### src/rtl/core/tcpu_pkg.sv
package tcpu_pkg;

    localparam int REG_COUNT_DEF = 16;
    localparam int MEM_BYTES_DEF = 256;

    localparam int DATA_W   = 8;
    localparam int ACTION_W = 3;
    localparam int REG_W    = 4;
    localparam int ADDR_W   = 8;

    // s_tdata: action, reg_sel, second_reg, address, immediate, padded to 32 bits
    localparam int S_FIELDS_W = ACTION_W + 2 * REG_W + ADDR_W + DATA_W;
    localparam int S_TDATA_W  = 32;

    // m_tdata: screen_valid, screen_value, jump_taken, jump_target, padded to 24 bits
    localparam int M_FIELDS_W = 1 + DATA_W + 1 + ADDR_W;
    localparam int M_TDATA_W  = 24;

    typedef logic [ACTION_W-1:0] action_t;

    localparam action_t ACT_LOAD_MEM = 3'd0;
    localparam action_t ACT_LOAD_IMM = 3'd1;
    localparam action_t ACT_STORE    = 3'd2;
    localparam action_t ACT_SCREEN   = 3'd3;
    localparam action_t ACT_MOVE     = 3'd4;
    localparam action_t ACT_JUMP_EQ  = 3'd5;
    localparam action_t ACT_JUMP_GT  = 3'd6;

    typedef struct packed {
        logic [ADDR_W-1:0] jump_target;
        logic              jump_taken;
        logic [DATA_W-1:0] screen_value;
        logic              screen_valid;
    } result_t;

endpackage

### src/rtl/core/teaching_cpu_load_store_branch_unit_top.sv
// Execute unit of a small 8-bit teaching machine.
// Slave channel (s_tvalid/s_tready/s_tdata) takes one decoded instruction per
// item: load from memory, load immediate, store, screen, move, jump if equal
// to R0, jump if signed greater than R0. Master channel (m_tvalid/m_tready/
// m_tdata) returns exactly one result item per instruction, in order.
// The result passes through the execute stage and the output register.
// Throughput: one item per cycle while results are taken. Memory is a
// synchronous RAM read when the item is accepted, ahead of execution;
// register file reads/writes and memory writes all happen in the execute
// stage, and a store in execute is forwarded to a load whose RAM read is
// issued in the same cycle, so back-to-back dependencies cost nothing.
// Reset (aresetn low, synchronous) empties the pipeline, clears the register
// file and clears one valid bit per memory byte, so every byte reads as zero
// at once; no clearing pass is needed.
// When the receiver stalls, the result waits in the output register; one more
// item may enter execute behind it, after which s_tready drops until the
// output is taken. No item is lost or repeated.
module teaching_cpu_load_store_branch_unit_top #(
    parameter int REG_COUNT = tcpu_pkg::REG_COUNT_DEF,
    parameter int MEM_BYTES = tcpu_pkg::MEM_BYTES_DEF
) (
    input  logic                           aclk,
    input  logic                           aresetn,
    input  logic                           s_tvalid,
    output logic                           s_tready,
    // action[2:0], reg_sel[6:3], second_reg[10:7], address[18:11], immediate[26:19]
    input  logic [tcpu_pkg::S_TDATA_W-1:0] s_tdata,
    output logic                           m_tvalid,
    input  logic                           m_tready,
    // screen_valid[0], screen_value[8:1], jump_taken[9], jump_target[17:10]
    output logic [tcpu_pkg::M_TDATA_W-1:0] m_tdata
);
    import tcpu_pkg::*;

    localparam int RIDX_W = (REG_COUNT > 1) ? $clog2(REG_COUNT) : 1;
    localparam int MIDX_W = (MEM_BYTES > 1) ? $clog2(MEM_BYTES) : 1;

    // wrap an index past the array size through a table of constants
    function automatic logic [RIDX_W-1:0] wrap_reg(input logic [REG_W-1:0] v);
        logic [RIDX_W-1:0] idx;
        idx = '0;
        for (int i = 0; i < (1 << REG_W); i++) begin
            if (v == REG_W'(i)) begin
                idx = RIDX_W'(i % REG_COUNT);
            end
        end
        return idx;
    endfunction

    function automatic logic [MIDX_W-1:0] wrap_addr(input logic [ADDR_W-1:0] v);
        logic [MIDX_W-1:0] idx;
        idx = '0;
        for (int i = 0; i < (1 << ADDR_W); i++) begin
            if (v == ADDR_W'(i)) begin
                idx = MIDX_W'(i % MEM_BYTES);
            end
        end
        return idx;
    endfunction

    // input fields
    action_t           in_action;
    logic [REG_W-1:0]  in_reg;
    logic [REG_W-1:0]  in_reg2;
    logic [ADDR_W-1:0] in_addr;
    logic [DATA_W-1:0] in_imm;
    logic [RIDX_W-1:0] in_r;
    logic [RIDX_W-1:0] in_r2;
    logic [MIDX_W-1:0] in_ma;

    assign in_action = s_tdata[ACTION_W-1:0];
    assign in_reg    = s_tdata[ACTION_W +: REG_W];
    assign in_reg2   = s_tdata[ACTION_W+REG_W +: REG_W];
    assign in_addr   = s_tdata[ACTION_W+2*REG_W +: ADDR_W];
    assign in_imm    = s_tdata[ACTION_W+2*REG_W+ADDR_W +: DATA_W];
    assign in_r      = wrap_reg(in_reg);
    assign in_r2     = wrap_reg(in_reg2);
    assign in_ma     = wrap_addr(in_addr);

    // state
    logic [DATA_W-1:0]    rf_reg [REG_COUNT];
    logic [DATA_W-1:0]    mem_ram [MEM_BYTES];
    logic [MEM_BYTES-1:0] mem_vld_reg;

    // execute stage
    logic              s1_valid_reg;
    action_t           s1_action_reg;
    logic [RIDX_W-1:0] s1_r_reg;
    logic [RIDX_W-1:0] s1_r2_reg;
    logic [ADDR_W-1:0] s1_addr_reg;
    logic [MIDX_W-1:0] s1_ma_reg;
    logic [DATA_W-1:0] s1_imm_reg;
    logic [DATA_W-1:0] rd_data_reg;
    logic              rd_vld_reg;
    logic              fwd_reg;
    logic [DATA_W-1:0] fwd_data_reg;

    // output stage
    logic    m_valid_reg;
    result_t res_reg;
    result_t res_next;

    logic              s_fire;
    logic              s1_fire;
    logic [DATA_W-1:0] src_val;
    logic [DATA_W-1:0] r0_val;
    logic [DATA_W-1:0] load_val;
    logic              cond;

    assign s1_fire  = s1_valid_reg && (!m_valid_reg || m_tready);
    assign s_tready = !s1_valid_reg || s1_fire;
    assign s_fire   = s_tvalid && s_tready;

    assign src_val  = rf_reg[s1_r_reg];
    assign r0_val   = rf_reg[0];
    assign load_val = fwd_reg ? fwd_data_reg : (rd_vld_reg ? rd_data_reg : '0);

    always_comb begin
        cond     = 1'b0;
        res_next = '0;
        case (s1_action_reg)
            ACT_SCREEN: begin
                res_next.screen_valid = 1'b1;
                res_next.screen_value = src_val;
            end
            ACT_JUMP_EQ: cond = (src_val == r0_val);
            ACT_JUMP_GT: cond = ($signed(src_val) > $signed(r0_val));
            default: ;
        endcase
        if (cond) begin
            res_next.jump_taken  = 1'b1;
            res_next.jump_target = s1_addr_reg;
        end
    end

    // RAM: read issued at accept, written from the execute stage
    always_ff @(posedge aclk) begin
        if (s_fire) begin
            rd_data_reg  <= mem_ram[in_ma];
            // hold the byte being stored this cycle if the addresses match
            fwd_reg      <= s1_fire && (s1_action_reg == ACT_STORE) && (s1_ma_reg == in_ma);
            fwd_data_reg <= src_val;
        end
        if (s1_fire && (s1_action_reg == ACT_STORE)) begin
            mem_ram[s1_ma_reg] <= src_val;
        end
    end

    always_ff @(posedge aclk) begin
        if (!aresetn) begin
            mem_vld_reg <= '0;
            rd_vld_reg  <= 1'b0;
        end else begin
            if (s_fire) begin
                rd_vld_reg <= mem_vld_reg[in_ma];
            end
            if (s1_fire && (s1_action_reg == ACT_STORE)) begin
                mem_vld_reg[s1_ma_reg] <= 1'b1;
            end
        end
    end

    // register file
    always_ff @(posedge aclk) begin
        if (!aresetn) begin
            for (int i = 0; i < REG_COUNT; i++) begin
                rf_reg[i] <= '0;
            end
        end else if (s1_fire) begin
            case (s1_action_reg)
                ACT_LOAD_MEM: rf_reg[s1_r_reg]  <= load_val;
                ACT_LOAD_IMM: rf_reg[s1_r_reg]  <= s1_imm_reg;
                ACT_MOVE:     rf_reg[s1_r2_reg] <= src_val;
                default: ;
            endcase
        end
    end

    // pipeline control
    always_ff @(posedge aclk) begin
        if (!aresetn) begin
            s1_valid_reg <= 1'b0;
            m_valid_reg  <= 1'b0;
        end else begin
            if (s_tready) begin
                s1_valid_reg <= s_tvalid;
            end
            if (s1_fire) begin
                m_valid_reg <= 1'b1;
            end else if (m_tready) begin
                m_valid_reg <= 1'b0;
            end
        end
    end

    // payload
    always_ff @(posedge aclk) begin
        if (s_fire) begin
            s1_action_reg <= in_action;
            s1_r_reg      <= in_r;
            s1_r2_reg     <= in_r2;
            s1_addr_reg   <= in_addr;
            s1_ma_reg     <= in_ma;
            s1_imm_reg    <= in_imm;
        end
        if (s1_fire) begin
            res_reg <= res_next;
        end
    end

    assign m_tvalid = m_valid_reg;
    assign m_tdata  = {{(M_TDATA_W-M_FIELDS_W){1'b0}}, res_reg};

    // unused padding bits of s_tdata
    logic unused_pad;
    assign unused_pad = ^s_tdata[S_TDATA_W-1:S_FIELDS_W];

endmodule
### config.mk
export PLATFORM = sky130hd
export DESIGN_NAME = teaching_cpu_load_store_branch_unit_top
export DESIGN_NICKNAME = d
export VERILOG_FILES = /design/src/rtl/core/tcpu_pkg.sv /design/src/rtl/core/teaching_cpu_load_store_branch_unit_top.sv
export SDC_FILE = /design/constraint.sdc
export NUM_CORES = 2
export LEC_CHECK = 0
export ABC_AREA = 1
export BUFFER_PORTS_ARGS = -buffer_cell sky130_fd_sc_hd__buf_2
export CELL_PAD_IN_SITES_DETAIL_PLACEMENT = 0
export CELL_PAD_IN_SITES_GLOBAL_PLACEMENT = 2
export CORE_ASPECT_RATIO = 0.7
export CORE_UTILIZATION = 25
export DETAILED_ROUTE_END_ITERATION = 8
export PLACE_DENSITY_LB_ADDON = 0.1
export RECOVER_POWER = 50
export SYNTH_ARGS = -nofsm -noshare
export SYNTH_HDL_FRONTEND = slang
export SYNTH_SLANG_ARGS = --single-unit
export TNS_END_PERCENT = 100
### constraint.sdc
create_clock -name aclk -period 7.7 [get_ports aclk]
set_clock_uncertainty 0.2 [all_clocks]
set_input_delay 1.54 -clock aclk [delete_from_list [all_inputs] [get_ports aclk]]
set_output_delay 1.54 -clock aclk [all_outputs]
set_load 0.01 [all_outputs]
=== After elaboration in Yosys (flattened, before gate mapping) ===
Memories as Yosys holds them, arrays and structs flattened. A register that Yosys moved wholly into a read port is not among the register bits.
Cells that the tools add are included.

* Magnitude comparators: 4
* Eq/ne operators: 293
* Mux-type cells: 316
* Bitwise operators: 2
* Reductions and logical operators: 19

{| class="wikitable"
|+ Operators by type and width
! cell !! count
|-
| 2-to-1 mux 8 bit || 259
|-
| == test 8 bit, second input constant || 128
|-
| == test 8 x 7 -> 1 bit, second input constant || 64
|-
| == test 8 x 6 -> 1 bit, second input constant || 32
|-
| bitwise OR 256 bit || 1
|-
| == test 8 x 5 -> 1 bit, second input constant || 16
|-
| == test 4 bit, second input constant || 16
|-
| == test 8 x 4 -> 1 bit, second input constant || 8
|-
| 2-to-1 mux 4 bit || 14
|-
| == test 4 x 3 -> 1 bit, second input constant || 8
|-
| == test 8 x 3 -> 1 bit, second input constant || 4
|-
| OR reduction 8 bit || 4
|-
| 2-to-1 mux 1 bit || 28
|-
| 2-to-1 mux 3 bit || 8
|-
| < comparator 8 x 9 -> 1 bit, second input constant || 2
|-
| == test 4 x 2 -> 1 bit, second input constant || 4
|-
| == test 8 x 2 -> 1 bit, second input constant || 2
|-
| == test 8 bit || 2
|-
| == test 3 bit, second input constant || 3
|-
| binary-select mux 1 bit (select 8 bit) || 1
|-
| demux 1 bit (select 8 bit) || 1
|-
| == test 4 x 1 -> 1 bit, second input constant || 2
|-
| == test 8 x 1 -> 1 bit, second input constant || 1
|-
| greater-or-equal comparator 8 x 1 -> 1 bit, second input constant || 1
|-
| other kinds (13) || 25
|}

* Memories: 2
* Output and inout port bits: 26
* Register bits after elaboration: 321
* Input bits: 36
* RAM bits: 2176
* Word-level logic and storage cells: 658

{| class="wikitable"
|+ Memory list
! name !! depth !! bits a word !! read ports !! clocked after memory_dff !! wr ports !! line !! source
|-
| mem_ram || 256 || 8 || 1 || 1 || 1 || teaching_cpu_load_store_branch_unit_top.sv:82 || <nowiki>logic [DATA_W-1:0] mem_ram [MEM_BYTES];</nowiki>
|-
| rf_reg || 16 || 8 || 2 || 0 || 16 || teaching_cpu_load_store_branch_unit_top.sv:81 || <nowiki>logic [DATA_W-1:0] rf_reg [REG_COUNT];</nowiki>
|}

=== Depth between registers and ports, before layout ===
* Depth in word-level cells: 258
* Mapped depth: 16

=== Worst setup path after synthesis ===
No wires, ideal clock.

* Kind: register to register
* From: register s1_r_reg[0]
* To: register res_reg (netlist bit m_tdata[10]) (data pin)
* Clock period less this slack: 6.243 ns
* Path buffers: 2
* Stages on the path, launching flop included: 17
* Path slack: 1.457 ns
* Data required time: 7.229 ns
* Setup time: 0.271 ns
* Arrival time: 5.772 ns
* Cells stage by stage: edfxtp_1 -> buf_2 -> inv_1 -> clkbuf_1 -> nor2_1 -> o32ai_1 -> o211ai_1 -> nand2_1 -> ha_1 -> inv_1 -> nor2_1 -> nor2_1 -> o21a_1 -> o221ai_1 -> xor2_1 -> nand3b_1 -> a21boi_0

* Cells in the longest elaborated chain, start to end: 3

{| class="wikitable"
|+ Ends and longest elaborated chain
! element !! line !! source
|-
| from (decl) || teaching_cpu_load_store_branch_unit_top.sv:88 || <nowiki>logic [RIDX_W-1:0] s1_r_reg;</nowiki>
|-
| from (signal assigned) || teaching_cpu_load_store_branch_unit_top.sv:200 || <nowiki>s1_r_reg <= in_r;</nowiki>
|-
| memory (16 x 8 bit) * || n/a ||
|-
| net src_val[1] || teaching_cpu_load_store_branch_unit_top.sv:105 || <nowiki>logic [DATA_W-1:0] src_val;</nowiki>
|-
| greater-than comparator 8 bit or == test 8 bit (tied branches) || teaching_cpu_load_store_branch_unit_top.sv:127, teaching_cpu_load_store_branch_unit_top.sv:126 ||
|-
| case mux 1 bit (2 select lines) * || teaching_cpu_load_store_branch_unit_top.sv:121 || <nowiki>case (s1_action_reg)</nowiki>
|-
| to (signal assigned) || teaching_cpu_load_store_branch_unit_top.sv:207 || <nowiki>res_reg <= res_next;</nowiki>
|-
| to (decl) || teaching_cpu_load_store_branch_unit_top.sv:100 || <nowiki>result_t res_reg;</nowiki>
|}

Mark *: on every way through the listed nets, which the timed path passes. The rest lies on a longest branch.
A chain may end at the register's enable or synchronous reset.

=== Final worst setup path ===
* From: input port s_tdata[13] (netlist bit)
* To: register rd_vld_reg

* Cells in the longest elaborated chain, start to end: 258

{| class="wikitable"
|+ Ends and longest elaborated chain
! element !! line !! source
|-
| from (decl) || teaching_cpu_load_store_branch_unit_top.sv:27 || <nowiki>input logic [tcpu_pkg::S_TDATA_W-1:0] s_tdata,</nowiki>
|-
| == test 8 x 1 -> 1 bit || teaching_cpu_load_store_branch_unit_top.sv:54 || <nowiki>if (v == ADDR_W'(i)) begin</nowiki>
|-
| 2-to-1 mux 1 bit || teaching_cpu_load_store_branch_unit_top.sv:54 ||
|-
| 2-to-1 mux 8 bit (253 in series) || teaching_cpu_load_store_branch_unit_top.sv:54 ||
|-
| 2-to-1 mux 8 bit * || teaching_cpu_load_store_branch_unit_top.sv:54 ||
|-
| binary-select mux 1 bit (select 8 bit) * || teaching_cpu_load_store_branch_unit_top.sv:155 || <nowiki>rd_vld_reg <= mem_vld_reg[in_ma];</nowiki>
|-
| 2-to-1 mux 1 bit (implied by the code) * || teaching_cpu_load_store_branch_unit_top.sv:155 ||
|-
| to (signal assigned) || teaching_cpu_load_store_branch_unit_top.sv:155 ||
|-
| to (decl) || teaching_cpu_load_store_branch_unit_top.sv:94 || <nowiki>logic rd_vld_reg;</nowiki>
|}

Mark *: on every way between the ends. The rest lies on a longest branch, timed or not. The select of a mux whose other input is x is not followed.

==> flow_metrics.py <==
metrics = {
    "status": {
        "outcome": "finished, violations left",
        "violations": "capacitance limit, slew limit",
    },
    "cells_and_area": {
        "seqCellArea_mm2": 0.0726,
        "nets": 8509,
        "largest_reg_flops": 2048,
        "drive_above_1_share": 0.0680,
        "fillers": 40514,
        "final_util": 0.290,
        "multi_input_area_mm2": 0.0244,
        "syn_to_final_growth_pct": 15.0,
    },
    "sta": {
        "hold_viol_final": 0,
        "hold_ws_ns": 0.266,
        "maxSlewHeadroom": -1.51,
        "slew_viol_final": 1035,
        "setup_viol": 0,
        "fmax_ghz": 0.149,
        "min_period_ns": 6.71,
        "grt_setup_unrepaired": "no",
        "tns_ns": 0,
        "tightest_slew_ns": 3.76,
        "period_share": 0.871,
    },
    "logic_synthesis": {
        "synthDistinctLibCells": 38,
        "syn_area_mm2": 0.0997,
        "netlist_instances": 8593,
        "yosysWarnings": 0,
        "syn_area_per_cell_um2": 11.6,
        "ys_seq_area_frac": 0.728,
        "synth.ff_latch_count": 2505,
    },
    "global_routing": {
        "grt-ovfl-total": 0,
        "grt_max_degree": 142,
        "grt_pass1_wl_um": 510000,
        "grt_pass1_vias": 63935,
        "grt_antenna_before_repair": 19,
        "grt_usage": 0.176,
    },
    "pwr": {
        "powerDensity_mw_per_mm2": 269,
        "p_total_mw": 30.8,
        "p_leak_nw": 36.7,
        "ir_drop_mv": 0.130,
    },
    "critical_path": {
        "critPathMaxFanout": 70,
        "r2r_cells": 8,
        "arrival_ns": 7.27,
        "crit_type": "in2reg",
        "worst_setup_path_end_kind": "register",
        "startpoint_type": "primary input",
        "cp.required_ns": 8.26,
    },
    "clocking": {
        "cts_sinks": 2505,
        "htree_levels": 5,
        "cts_resized": 0,
        "cts_tree": "yes",
        "clock_path_buffers": 4,
        "clk_latency_ns": 0.88,
        "cts_hold_buf": 0,
        "cts_setup_buffers": 0,
        "cts_buffers": 283,
        "cts-root-buf": "clkbuf_16",
        "clkTransAtPathRegs_ns": 0.06,
    },
    "floorplanning": {
        "die_w_um": 757,
        "die_area_mm2": 0.401,
        "num_rows": 193,
        "chipHeight_um": 530,
        "io_pins": 62,
        "initial_core_util": 0.252,
        "core-area_mm2": 0.396,
    },
    "place": {
        "gp_congestion": 0.739,
        "dpl.hpwl_um": 207000,
        "portBuffers": 50,
    },
    "route": {
        "routed_wirelength_um": 363000,
        "drc": 0,
        "vias_per_cell": 4.74,
        "wl_per_cell_um": 26.0,
        "drtIter0Drc": 5043,
        "ant_nets": 0,
        "vias": 66254,
        "drtPass1Iterations": 6,
    },
    "hold_path": {
        "whs_path_depth": 2,
        "hp-class": "reg2reg",
    },
    "run": {
        "max_cap_viol_count": 19,
    },
}
worst max-delay path: stages:
cell	delay [ns]
clkbuf_1	2.26
inv_8	0.94
buf_12	0.50
nand3_1	0.20
nand3_1	0.16
nand3_1	0.22
nand3_1	0.41
nand3_1	0.21
nand2_1	0.19
nand2_1	0.12
nand3_1	0.10
nand2_1	0.16
inv_1	0.04
cells in the mapped netlist:
cell type / n / share of area
buf_4: 6 / 0.00045
nand3_1: 759 / 0.038
a21oi_1: 37 / 0.0019
nand4_1: 1 / 0.000063
dfxtp_1: 259 / 0.052
o221ai_1: 26 / 0.0023
nand2_1: 887 / 0.033
inv_2: 10 / 0.00038
clkbuf_1: 462 / 0.017
nor3_2: 2 / 0.00020
o32ai_1: 7 / 0.00061
o211ai_1: 7 / 0.00053
nor3_1: 7 / 0.00035
nand3b_1: 1 / 0.000075
mux2i_1: 19 / 0.0019
nor4_1: 1 / 0.000063
a21boi_0: 8 / 0.00060
nand2_2: 3 / 0.00019
a31oi_1: 3 / 0.00019
ha_1: 8 / 0.0010
a211oi_1: 1 / 0.000075
nand3_2: 2 / 0.00020
clkinv_1: 4 / 0.00015
o2111ai_1: 1 / 0.000088
o21ai_1: 4 / 0.00020
xnor2_1: 2 / 0.00018
o21ai_2: 1 / 0.000088
inv_1: 58 / 0.0022
buf_2: 72 / 0.0036
o22ai_1: 505 / 0.032
nor4_4: 1 / 0.00021
conb_1: 1 / 0.000038
o21ai_0: 1064 / 0.053
xor2_1: 3 / 0.00026
buf_1: 81 / 0.0030
edfxtp_1: 2246 / 0.68
o21a_1: 1 / 0.000075
nor2_1: 2033 / 0.077
per-layer routing:
metal  up-vias  GRT usage  share of wire
li1      30617          -              -
met3       374     0.0238          0.042
met1     33963      0.271           0.51
met2      1300      0.265           0.43
met4         0     0.0323          0.017
met5         -          0              0
cell usage in the layout (no fill, tap or decap), types with 41 or more instances in the layout:
| master | netlist | layout |
|---|---|---|
| nand2_1 | 887 | 883 |
| clkinv_2 | 0 | 45 |
| inv_1 | 58 | 41 |
| nand3_1 | 759 | 761 |
| dfxtp_1 | 259 | 259 |
| edfxtp_1 | 2246 | 2246 |
| nor2_1 | 2033 | 2033 |
| o21ai_0 | 1064 | 1064 |
| o22ai_1 | 505 | 505 |
| buf_4 | 6 | 86 |
| clkbuf_16 | 0 | 295 |
| clkbuf_1 | 462 | 135 |
path summary, 6_finish.rpt:
check / startpoint / end / slack (ns)
hold reg to reg: mem_vld_reg[44] / mem_vld_reg[44] / 0.27
setup / recovery: s_tdata[13] / rd_vld_reg / 0.99
hold / removal: mem_vld_reg[44] / mem_vld_reg[44] / 0.27
setup reg to reg: s1_r_reg[0] / mem_ram[143][7] / 1.17
logic make-up after synthesis:
| group | Yosys count | synth area share |
|---|---|---|
| compound gates | 1665 | 0.0917 |
| xor+xnor | 5 | 0.000439 |
| fa+ha+maj | 8 | 0.00100 |
| buf+inv | 693 | 0.0272 |
| flops | 2505 | 0.728 |
| mux | 19 | 0.00191 |
| other cells | 1 | 0.0000376 |
| simple gates | 3697 | 0.149 |
metrics by stage:
step                      std cells  setup slack [ns]  cell area [µm²]
after global placement        13445              1.82           106000
after floorplan                8598              1.46            99700
after global routing          13955             0.762           115000
after detailed placement      13445              1.75           106000
after CTS                     13953              1.73           115000
final                         13970             0.990           115000
power breakdown:
group          internal, mW  switching, mW
Sequential             15.1         0.0237
Combinational         0.408           1.77
Clock                  7.77           5.75
final cells by class:
class,instances,area share
Antenna cell,17,0.000371
Multi-Input combinational cell,5400,0.213
Clock inverter,96,0.00729
Sequential cell,2505,0.633
Clock buffer,412,0.0711
Timing Repair Buffer,203,0.0150
Tap cell,5265,0.0574
Inverter,72,0.00269
No activity file was read; power rests on OpenSTA's default activity.
